### src/design/grid_dda_column_raycast_defines.svh
// Assertion macros for the grid DDA column ray caster.
// Used by the top level; expects clk and rst_n in the enclosing scope.
`ifndef GRID_DDA_COLUMN_RAYCAST_DEFINES_SVH
`define GRID_DDA_COLUMN_RAYCAST_DEFINES_SVH

// Same-cycle implication check.
`define GDCR_ASSERT_IMPL(label, ante, cons) \
  label: assert property (@(posedge clk) disable iff (!rst_n) (ante) |-> (cons)) \
    else $error("grid_dda_column_raycast: assertion failed");

// Next-cycle implication check.
`define GDCR_ASSERT_NEXT(label, ante, cons) \
  label: assert property (@(posedge clk) disable iff (!rst_n) (ante) |=> (cons)) \
    else $error("grid_dda_column_raycast: assertion failed");

`endif

### src/design/gdcr_pkg.sv
// Shared types, widths and constants of the grid DDA column ray caster.
// No dependencies; every design file but gdcr_ram and the defines header imports this package.
`timescale 1ns / 1ps
`default_nettype none

package gdcr_pkg;

  localparam int SCREEN_WIDTH  = 640;
  localparam int SCREEN_HEIGHT = 480;
  localparam int MAP_SIDE      = 64;
  localparam int MAX_STEPS     = 128;

  localparam int COL_W   = 10;
  localparam int COORD_W = 6;
  localparam int CELL_W  = 8;
  localparam int DIST_W  = 24;
  localparam int LH_W    = 12;
  localparam int ROW_W   = 9;

  localparam int CFG_W     = 16;
  localparam int CFG_IDX_W = 3;
  localparam int POS_W     = 16;
  localparam int FRAC_W    = 10;
  localparam int VEC_W     = 16;
  localparam int ANG_FRAC  = 14;
  localparam int CAM_W     = 18;
  localparam int PROD_W    = VEC_W + CAM_W;
  localparam int RAY_W     = 21;

  localparam int MAP_BITS  = $clog2(MAP_SIDE);
  localparam int MAP_CELLS = MAP_SIDE * MAP_SIDE;
  localparam int ADDR_W    = $clog2(MAP_CELLS);
  localparam int MPOS_W    = MAP_BITS + 2;
  localparam int STEP_W    = $clog2(MAX_STEPS + 1);
  localparam int SD_W      = DIST_W + STEP_W + 1;
  localparam int NUMS_W    = MPOS_W + FRAC_W + 2;
  localparam int ROWC_W    = LH_W + 1;

  localparam int NUM_W      = 38;
  localparam int DEN_W      = DIST_W;
  localparam int DIV_BITS   = 2;
  localparam int DIV_ITERS  = NUM_W / DIV_BITS;
  localparam int DIV_CNT_W  = $clog2(DIV_ITERS);

  localparam int CAM_ONE      = 1 << ANG_FRAC;
  localparam int CAM_SHIFT    = ANG_FRAC + 1;
  localparam int RECIP_SHIFT  = 30;
  localparam int DIST_SHIFT   = 20;
  localparam int HEIGHT_SHIFT = 16;
  localparam int FRAC_ONE     = 1 << FRAC_W;
  localparam int LH_MAX       = (1 << LH_W) - 1;
  localparam int HALF_H       = SCREEN_HEIGHT / 2;

  // The column scale by the screen width is a multiplication by a rounded-up
  // reciprocal, exact for every 10-bit column.
  localparam int     CAM_RECIP_K    = 39;
  localparam int     CAM_RECIP_W    = CAM_RECIP_K + 1 - $clog2(SCREEN_WIDTH);
  localparam int     CAM_PROD_W     = COL_W + CAM_RECIP_W;
  localparam int     CAM_PROD_SHIFT = CAM_RECIP_K - CAM_SHIFT;
  localparam longint CAM_RECIP      = ((longint'(1) << CAM_RECIP_K) +
                                       longint'(SCREEN_WIDTH) - 1) / longint'(SCREEN_WIDTH);

  localparam logic [DIST_W-1:0] DIST_MAX = '1;
  localparam logic [DIST_W-1:0] ONE_Q16  = DIST_W'(65536);

  localparam int FIFO_DEPTH = 2;
  localparam int FPTR_W     = $clog2(FIFO_DEPTH);
  localparam int FCNT_W     = $clog2(FIFO_DEPTH + 1);

  typedef enum logic [CFG_IDX_W-1:0] {
    CFG_POS_X   = 3'd0,
    CFG_POS_Y   = 3'd1,
    CFG_DIR_X   = 3'd2,
    CFG_DIR_Y   = 3'd3,
    CFG_PLANE_X = 3'd4,
    CFG_PLANE_Y = 3'd5
  } cfg_idx_t;

  typedef struct packed {
    logic        [POS_W-1:0] pos_x;
    logic        [POS_W-1:0] pos_y;
    logic signed [VEC_W-1:0] dir_x;
    logic signed [VEC_W-1:0] dir_y;
    logic signed [VEC_W-1:0] plane_x;
    logic signed [VEC_W-1:0] plane_y;
  } cam_cfg_t;

  typedef enum logic {
    OP_WRITE = 1'b0,
    OP_CAST  = 1'b1
  } op_t;

  typedef struct packed {
    op_t               op;
    logic [COL_W-1:0]  column;
    logic [ADDR_W-1:0] addr;
    logic [CELL_W-1:0] value;
  } qent_t;

  typedef struct packed {
    logic             start;
    logic [NUM_W-1:0] num;
    logic [DEN_W-1:0] den;
  } div_req_t;

  typedef struct packed {
    logic             done;
    logic [NUM_W-1:0] quot;
  } div_rsp_t;

  typedef enum logic [4:0] {
    B_CLEAR, B_IDLE, B_CAM, B_RAY, B_DIR, B_DXS, B_DXW, B_DYS, B_DYW,
    B_SIDE, B_STEP, B_READ, B_WDS, B_WDW, B_LHS, B_LHW, B_EMIT
  } back_state_t;

endpackage

`default_nettype wire

### src/design/gdcr_fifo.sv
// Short work queue between the front end and the back end.
// Depends on gdcr_pkg.
`timescale 1ns / 1ps
`default_nettype none

module gdcr_fifo (
  input  wire logic            clk,
  input  wire logic            rst_n,
  input  wire logic            push,
  input  wire gdcr_pkg::qent_t push_data,
  output      logic            full,
  input  wire logic            pop,
  output      gdcr_pkg::qent_t head,
  output      logic            empty
);

  import gdcr_pkg::*;

  qent_t             mem_r [FIFO_DEPTH];
  logic [FPTR_W-1:0] wr_ptr_r;
  logic [FPTR_W-1:0] rd_ptr_r;
  logic [FCNT_W-1:0] cnt_r;

  function automatic logic [FPTR_W-1:0] ptr_inc(input logic [FPTR_W-1:0] p);
    return (p == FPTR_W'(FIFO_DEPTH - 1)) ? '0 : p + 1'b1;
  endfunction

  assign full  = (cnt_r == FCNT_W'(FIFO_DEPTH));
  assign empty = (cnt_r == '0);
  assign head  = mem_r[rd_ptr_r];

  always_ff @(posedge clk) begin
    if (!rst_n) begin
      wr_ptr_r <= '0;
      rd_ptr_r <= '0;
      cnt_r    <= '0;
    end else begin
      if (push) begin
        wr_ptr_r <= ptr_inc(wr_ptr_r);
      end
      if (pop) begin
        rd_ptr_r <= ptr_inc(rd_ptr_r);
      end
      if (push && !pop) begin
        cnt_r <= cnt_r + 1'b1;
      end else if (pop && !push) begin
        cnt_r <= cnt_r - 1'b1;
      end
    end
  end

  always_ff @(posedge clk) begin
    if (push) begin
      mem_r[wr_ptr_r] <= push_data;
    end
  end

endmodule

`default_nettype wire

### config.mk
export PLATFORM = sky130hd
export DESIGN_NAME = gdcr_fifo
export DESIGN_NICKNAME = d
export VERILOG_FILES = /design/src/design/grid_dda_column_raycast_defines.svh /design/src/design/gdcr_pkg.sv /design/src/design/gdcr_fifo.sv
export SDC_FILE = /design/constraint.sdc
export NUM_CORES = 1
export LEC_CHECK = 0
export ABC_AREA = 1
export BUFFER_PORTS_ARGS = -buffer_cell sky130_fd_sc_hd__buf_2
export CAP_MARGIN = 20
export CORE_MARGIN = 2
export CORE_UTILIZATION = 37
export CTS_CLUSTER_DIAMETER = 30
export DETAILED_ROUTE_END_ITERATION = 10
export PLACE_DENSITY = 0.7
export SLEW_MARGIN = 0
export SYNTH_ARGS = -nofsm -noshare
export SYNTH_HDL_FRONTEND = slang
export SYNTH_SLANG_ARGS = --single-unit
### constraint.sdc
create_clock -name clk -period 3.9 [get_ports clk]
set_clock_uncertainty 0.05 [all_clocks]
set_input_delay 0.195 -clock clk [delete_from_list [all_inputs] [get_ports clk]]
set_output_delay 0.195 -clock clk [all_outputs]
set_load 0.02 [all_outputs]
# Word level (Yosys, flattened, before mapping)
# Memories as Yosys holds them, arrays and structs flattened. A register that Yosys moved wholly into a read port is not among the register bits.
# Cells that the tools add are included.
# word_totals
ram_bits	62
input_bits	35
regBits	4
latch_bits	0
word_cells	23
romBits	0
n_memories	1
output_inout_bits	33
# classes
multipliers	0
shift	0
n_lt_le_gt_ge	0
reduce_logical	6
n_eq_ne	1
bitwise_logic	0
n_mux	8
n_addsub	4
div_mod_pow	0
# memory_table
memory	words	width	rd	rd_clocked_by_memory_dff	wr	line	text
mem_r	2	31	1	1	1	gdcr_fifo.sv:19	qent_t mem_r [FIFO_DEPTH];
# op_table
operator	count
$mux W1	6
$mux W2	2
$add A1 B1 Y1 const B	2
$add A2 B1 Y2 const B	1
$eq A2 B2 Y1 const B	1
$logic_and A1 B1 Y1	2
$logic_not A1 Y1	2
$logic_not A2 Y1	1
$reduce_bool A2 Y1	1
$sub A2 B1 Y2 const B	1

# Depth between registers and ports, before layout
# Gate-level depths: netlist of the first run.
# depth
depth_word	4
mapped_depth	8
depth_no_buf	8

# Worst setup path after synthesis of the first run
# Ideal clock, no wire load.
# synth_path
path_kind	reg2reg
start	register wr_ptr_r
end	memory mem_r[0][0] (netlist bit), enable pin
period_less_slack_ns	2.105
t_arrival_ns	1.636
setup_time_ns	0.420
path_buffers	0
t_required_ns	3.430
path_stages_with_launch	2
path_slack_ns	1.795
path_cell_list	dfxtp_1 > nor2_1
# synth_rtl
element	line	text
start, declared	gdcr_fifo.sv:20	logic [FPTR_W-1:0] wr_ptr_r;
start signal, assigned	gdcr_fifo.sv:39	wr_ptr_r <= ptr_inc(wr_ptr_r);
end, declared	gdcr_fifo.sv:19	
# Straight into the memory's write port.

==> results of run 1 <==
==> cells by family (layout without fill, tap and decap cells) <==
family / Yosys count / in the layout / share of synthesized area
flops: 67 / 67 / 0.794
mux: 31 / 31 / 0.141
simple gates: 19 / 19 / 0.0304
buf+inv: 11 / 119 / 0.0258
compound gates: 2 / 2 / 0.00404
fa+ha+maj: 1 / 1 / 0.00506
==> worst reg2reg max path, cell delays in order (launching register included) <==
cell	delay [ns]
dfxtp_1	0.39
nand2_1	0.09
inv_1	0.39
buf_4	0.38
==> flip-flops by register name, indices dropped and copies added, names as in the netlist, named ones only <==
name	cells
mem_r	62
cnt_r	2
rd_ptr_r	1
wr_ptr_r	1
==> area by class of cell <==
class | count | area, µm² | share of cell area
flip-flops and latches | 67 | 1960 | 0.591
well taps | 77 | 96.3 | 0.0290
repair buffers | 95 | 611 | 0.184
multi-input cells | 53 | 454 | 0.137
inverters | 8 | 30.0 | 0.00905
clock inverters | 3 | 15.0 | 0.00453
clock buffers | 13 | 149 | 0.0449
==> worst paths after layout <==
kind                               startpoint           end  slack [ns]  cells after the start
worst max-delay path                flip-flop       head[8]        2.08                      3
worst min-delay path            push_data[28]  mem_r[1][28]        0.01                      1
worst max register to register       wr_ptr_r  mem_r[1][18]        2.28                      3
worst min register to register       rd_ptr_r     flip-flop        0.45                      2
==> cell usage in the layout, fill, tap and decap left out <==
| cell type | Yosys | routed |
|---|---|---|
| buf_2 | 0 | 67 |
| nor2_4 | 0 | 1 |
| mux2_2 | 31 | 31 |
| ha_1 | 1 | 1 |
| a21oi_1 | 1 | 1 |
| dlygate4sd3_1 | 0 | 26 |
| o21ai_0 | 1 | 1 |
| dfxtp_1 | 5 | 5 |
| clkbuf_8 | 0 | 10 |
| edfxtp_1 | 62 | 62 |
| clkbuf_1 | 0 | 3 |
| nor2_1 | 9 | 8 |
| nand2_1 | 8 | 8 |
| inv_1 | 8 | 8 |
| clkinv_2 | 0 | 3 |
| nand3_1 | 1 | 1 |
| buf_4 | 0 | 2 |
| nand4_1 | 1 | 1 |
==> per-layer routing <==
metal | track usage | wire [µm] | vias to the layer above
li1 | - | - | 693
met1 | 0.146 | 1810 | 683
met2 | 0.236 | 2500 | 29
met3 | 0.0366 | 153 | 10
met4 | 0.0794 | 109 | 0
met5 | 0 | 0 | -
==> per-stage QoR <==
step                hold WS, ns  power [W]  std cells
finish                   0.0148    0.00151        316
global route            0.00197    0.00158        316
CTS                    0.000226    0.00153        314
detailed placement        0.339    0.00103        274
global placement          0.334    0.00103        274
floorplan                 0.244   0.000966        131
==> report_power, final <==
group / internal [W] / switching, W / leakage, nW / total (W)
Sequential: 0.000829 / 0.0000103 / 0.624 / 0.000839
Clock: 0.000246 / 0.000236 / 0.0872 / 0.000481
Combinational: 0.0000859 / 0.000108 / 0.593 / 0.000194
Total: 0.00116 / 0.000355 / 1.30 / 0.00151
==> results.txt, run 1 <==
* Core area: 6420 µm²
- Among all stages on the critical path, the largest delay is contributed by mux2_2.
- TritonCTS built the clock tree.
- Total number of yosys warnings: 0
- In this run the tightest slew margin relative to its limit is 0.375.
- Pin count of the biggest net entering global routing: 32
- Share of async-settable or async-resettable flops after synthesis: 0
- The kind of cell with the highest combined delay along the critical path is buffers and inverters.
* Startpoint Class: flip-flop
- CTS clk-pin slew, worst paths: 0.07 ns
* Drt drc: 3
* Number of synthesized flops with an enable pin: 62
* RePlAce Congestion: slightly below 0.7
* Antenna Cells: 0
- The later pin in the worst-skew pair is clocked with a latency of 0.33 ns.
* Worst Tran Pin Value: about 0.93 ns
* Detailed-router iteration count before antenna repair: 9
- STA puts the critical path data required time at 3.65 ns.
* Number of resized instances in the post-cts repair step: 0
- Critical Path Max Stage Delay: 0.40 ns
* Crit path capture type: primary output
- For this design the static power due to leakage is 1.30 nW.
* Min-delay worst type: in -> reg
* # port buffers: 67
- The placed instances occupy a cell area of 2890 µm².
* Unrepaired setup endpoints after global routing: false
- Ys flop type: edfxtp_1
- Largest driver fanout on the critical path: 31
- Maximum frequency from static timing analysis: 0.549 GHz
* Clock root buffer: clkbuf_8
* Initial core utilization: 0.385
- The netlist uses 12 different library cells.
- Mapped Area: 2470 µm²
- Crit path buffers/inverters: 2
- Vertical die dimension: 85.7 µm
- Yosys top cell by area: edfxtp_1
- The checks that failed: DRC.
* Post-DRT Antenna Nets: 0
* Die ar.: about 7400 µm²
- Final Max Tran Viols: 0
- Of the post-synthesis cell area, the dominant cell type holds 0.753.
* Final non-filler cell area: 3320 µm²
* Number of hold buffers added after cts: 24
* Post-Syn Nets: 167
- Detailed router's first-iteration violation count: 55
- The critical path is of the reg -> out type.
- Overall track demand over capacity in global routing: 0.135
- The worst-case IR drop observed on VDD is 0.208 mV.
- Compared with the post-synthesis result, the final layout area differs by 34.2%.
- Grt total ovfl: 0
- Dividing total power by cell area gives a power density of ~460 nW/µm².
- Buffers added to address setup during post-CTS repair amount to 0.
- Counting along the longest clock path gives a buffer depth of 2.
* Status: complete, but fails checks
- Detailed-placement wirelength estimate: 2.78 mm
* Final clock period utilization by the worst path: 0.467
- TNS Setup: 0 ns
- Critical path, cell by cell: buf_4, mux2_2, buf_2
- Signal arrival time at the worst endpoint: 1.58 ns
- Final Hold Vio Count: 0
- Worst Setup Slack, final: 2.08 ns
* #FFs+latches synth: 67
- Horizontal extent of the die: 85.7 µm
* Drt via density: 4.48
* Most numerous cell types in the synthesized netlist: edfxtp_1, mux2_2, nor2_1
- Number of global-route vias before repair: 1482
- The number of antenna violations at the first check in global routing came to 0.
* Aggregate routed wire length: approximately 4.6 mm
- The first global-routing pass estimated 7.16 mm of wire.
- During I/O placement, the number of pins put on the boundary was 68.
* Total number of clock tree sinks: 67
- Utilization after layout: 0.516
* TritonCTS buffer count: 9
- Max-cap violations in this run came to 0.
* Share of post-route cells with drive strength above 1: 0.477
* Time the worst path needs with I/O delays and setup: 1.82 ns
* Synthesized netlist cell count: 131
* Cells taking the most area after synthesis: edfxtp_1, mux2_2, dfxtp_1
- Synth Area per Inst: ~19 µm²
- Number of filler cells placed in the layout: about 550
* Row cnt: 29
- Part of the Yosys area used for sequential elements: 0.794
- Setup violation total in the final timing report: 0
- Deepest level of the CTS H-tree: 3
- Wire length per cell after detailed routing: 14.5 µm
* Library cell with the highest instance count after synthesis: edfxtp_1
- The final layout contains 270 nets.
- The routed layout has roughly 1400 vias.
* Dpl ws: 2.25 ns
Power figures use the tool's default switching activity.
==> inputs of run 2 (changes only) <==
==> constraint.sdc (replaced) <==
create_clock -name clk -period 1.75 [get_ports clk]
set_clock_uncertainty 0.05 [all_clocks]
set_input_delay 0.0875 -clock clk [delete_from_list [all_inputs] [get_ports clk]]
set_output_delay 0.0875 -clock clk [all_outputs]
set_load 0.02 [all_outputs]
==> run 2 against run 1 <==
Compared with the run above: the flow still finishes with violations (DRC); sequential share of layout area shrank 2.1 points; global-route usage down 0.42 points; register-to-register slack lost 1.8 ns; cell count is 2.8% higher; die area did not move; non-clock buffer count grew 9; via count up 3.5%; first-iteration DRC count is 11% lower; routed wire length up 0.18%; setup slack worse by 1.9 ns; worst hold slack improved by 0.082 ns.
==> results.txt, run 2 (same netlist as run 1, synthesis figures left out) <==
- The flow ran to the end, but the final reports show violations.
- The checks that failed: DRC.
- The floorplan step defined a core boundary enclosing 6420 µm².
- Source of the worst register-to-register timing path: wr_ptr_r
- The final layout contains routed wiring with a total length of 4.58 mm.
- Row cnt: 29
* Setup violation total in the final timing report: 0
- Of the cells placed in the final design, the portion with a size suffix greater than 1 is 0.464.
* Maximum frequency from static timing analysis: roughly 0.63 GHz
- CTS tree: built
- In the final design database the tool counted 279 nets.
* Grt total ovfl: 0
- Detailed router's first-iteration violation count: approximately 50
* Final Hold Vio Count: 0
- Number of antenna violations at the first check in global routing: 0
- After clock tree synthesis, the clock-pin slew on the worst setup and hold paths is around 0.07 ns.
* Areal power density over the cells: 981 nW/µm²
- The worst setup path is launched from a flip-flop.
* Initial core utilization: 0.385
- TritonCTS buffer count: 9
- The highest metal layer carrying signal wires in the routed design is met4.
- Largest registers in the final layout: mem_r x62, cnt_r x2
- Post-CTS Setup Repair Bufs: 0
* Commonest non-fill, non-tap cell in the layout: buf_2
- Vertical die dimension: 85.7 µm
- Horizontal extent of the die: roughly 86 µm
- Setup repair after global routing left no endpoint under its margin.
- The worst register-to-register path has a setup slack of 0.46 ns.
- Die ar.: 7350 µm²
- Worst-case reg-to-reg path depth: 4
- In this run the critical register-to-register path is captured at wr_ptr_r.
- The via count of the first global-routing pass is 1518.
- For the pin with the worst max-slew slack, the measured transition is 0.301 ns.
- Leaving out filler cells and counting taps, the final layout contains 325.
- Relative slew slack: 0.799
- The final number of max-transition violations came to 0.
* Number of filler cells placed in the layout: 530
* Min-delay worst type: in -> reg
- The first global-routing pass estimated 6.97 mm of wire.
- Worst-case vdd ir drop: 0.365 mV
- I/O pin cnt: 68
- Time the worst path needs with I/O delays and setup: 1.58 ns
- Routability-driven placement finished with a final weighted congestion of 0.719.
- The clock drives 67 sinks.
* Met3 WL: 211 µm
* Count of max-cap constraint violations: 0
* Flip-flop count of the largest register after layout: 62
* Critical path, cell by cell: buf_12, mux2_2, buf_2
- Clock insertion delay at the later pin of the skew report: roughly 0.33 ns
- For this run, the total global-route usage over all layers was measured as 0.131.
- Antenna Cells: 0
- The pre-antenna-repair detailed-routing pass consisted of 7 iterations.
- Drt drc: 5
- Detailed-placement wirelength estimate: 2.81 mm
* Worst setup path endpoint: head[6]
* Start-to-end type of the worst setup path: reg -> out
- Final clock period utilization by the worst path: 0.901
- Compared with the post-synthesis result, the final layout area differs by 39.1%.
* Crit path max-delay cell type: mux2_2
- On the worst path, the slowest cell contributes a delay of 0.36 ns.
- The design draws 0.00337 W.
- Total leakage power: 1.34 nW
- Crit path capture type: primary output
- Signal arrival time at the worst endpoint: 1.44 ns
- Once detail routing completed, the nets flagged for antenna violations numbered 0.
* Deepest level of the CTS H-tree: 3
- Drt via density: approximately 4.5
- Of all nets on the critical path, the largest fanout is 31.
- Longest Clk Path Bufs: 2
- Pin count of the biggest net entering global routing: 32
* Worst Setup Slack, final: 0.174 ns
- Dpl ws: 0.516 ns
* Most frequent cells in the layout: buf_2, edfxtp_1, dlygate4sd3_1, mux2_2, clkbuf_8
- TNS Setup: 0 ns
* Amount of wire on met2 after detailed routing: 2.44 mm
- The detailed router placed 1465 vias in this run.
- Largest Register: mem_r
- Clock root buffer: clkbuf_8
- After detailed routing, the average wire length per cell comes to 14.1 µm.
* Req. time, crit path: ~1.6 ns
- Placed cells: around 280
* # port buffers: 67
* Wl on met1: 1.81 mm
-- run 2: cell types whose count changed in the layout (fill, tap and decap cells not counted), sizes merged --
cell,before,now
buf,69,70
clkinv,3,4
clkbuf,13,10
clkinvlp,0,2
dlygate4sd3,26,34
-- run 2: layout make-up --
cell class	count	area [µm²]	share of cell area
timing repair buffer	104	736	0.214
multi-input combinational	53	454	0.132
inverter	8	30.0	0.00873
tap	77	96.3	0.0280
sequential	67	1960	0.571
clock inverter	6	32.5	0.00946
clock buffer	10	128	0.0371
-- run 2: power by group --
group	internal [W]	switching (W)	leakage (nW)
clock	0.000498	0.000540	0.0771
sequential	0.00185	0.0000250	0.624
combinational	0.000218	0.000245	0.644
total	0.00256	0.000810	1.34
-- run 2: through the flow --
stage | hold WS, ns | cell area, µm² | util
2_1_floorplan | 0.136 | 2470 | -
3_3_place_gp | 0.226 | 2940 | 0.457
3_5_place_dp | 0.232 | 2940 | 0.457
4_1_cts | 0.0777 | 3440 | 0.535
5_1_grt | 0.122 | 3440 | 0.535
6_report | 0.0966 | 3440 | 0.535
-- run 2: worst max-delay path: cells and delay by family (launching register included) --
kind | cells | cell delay (ns)
buffers and inverters | 2 | 0.37
DFF | 1 | 0.35
muxes | 1 | 0.36
-- run 2: worst min path at each step --
stage	endpoint	cells past startpoint	from
2_1_floorplan	mem_r[0][0]	0	push_data[0]
3_3_place_gp	mem_r[0][22]	1	push_data[22]
3_5_place_dp	mem_r[0][22]	1	push_data[22]
4_1_cts	cnt_r[0]	3	push
5_1_grt	cnt_r[0]	3	push
6_report	cnt_r[0]	3	push
-- run 2: routing by layer --
metal,track usage,up-vias
li1,-,712
met1,0.130,699
met2,0.241,42
met3,0.0250,12
met4,0.0909,0
met5,0,-
-- run 2: what timing repair did --
action	in CTS	in global routing
endpoints found under the hold margin	67	0
hold buffers	34	0
gates resized for setup	0	0
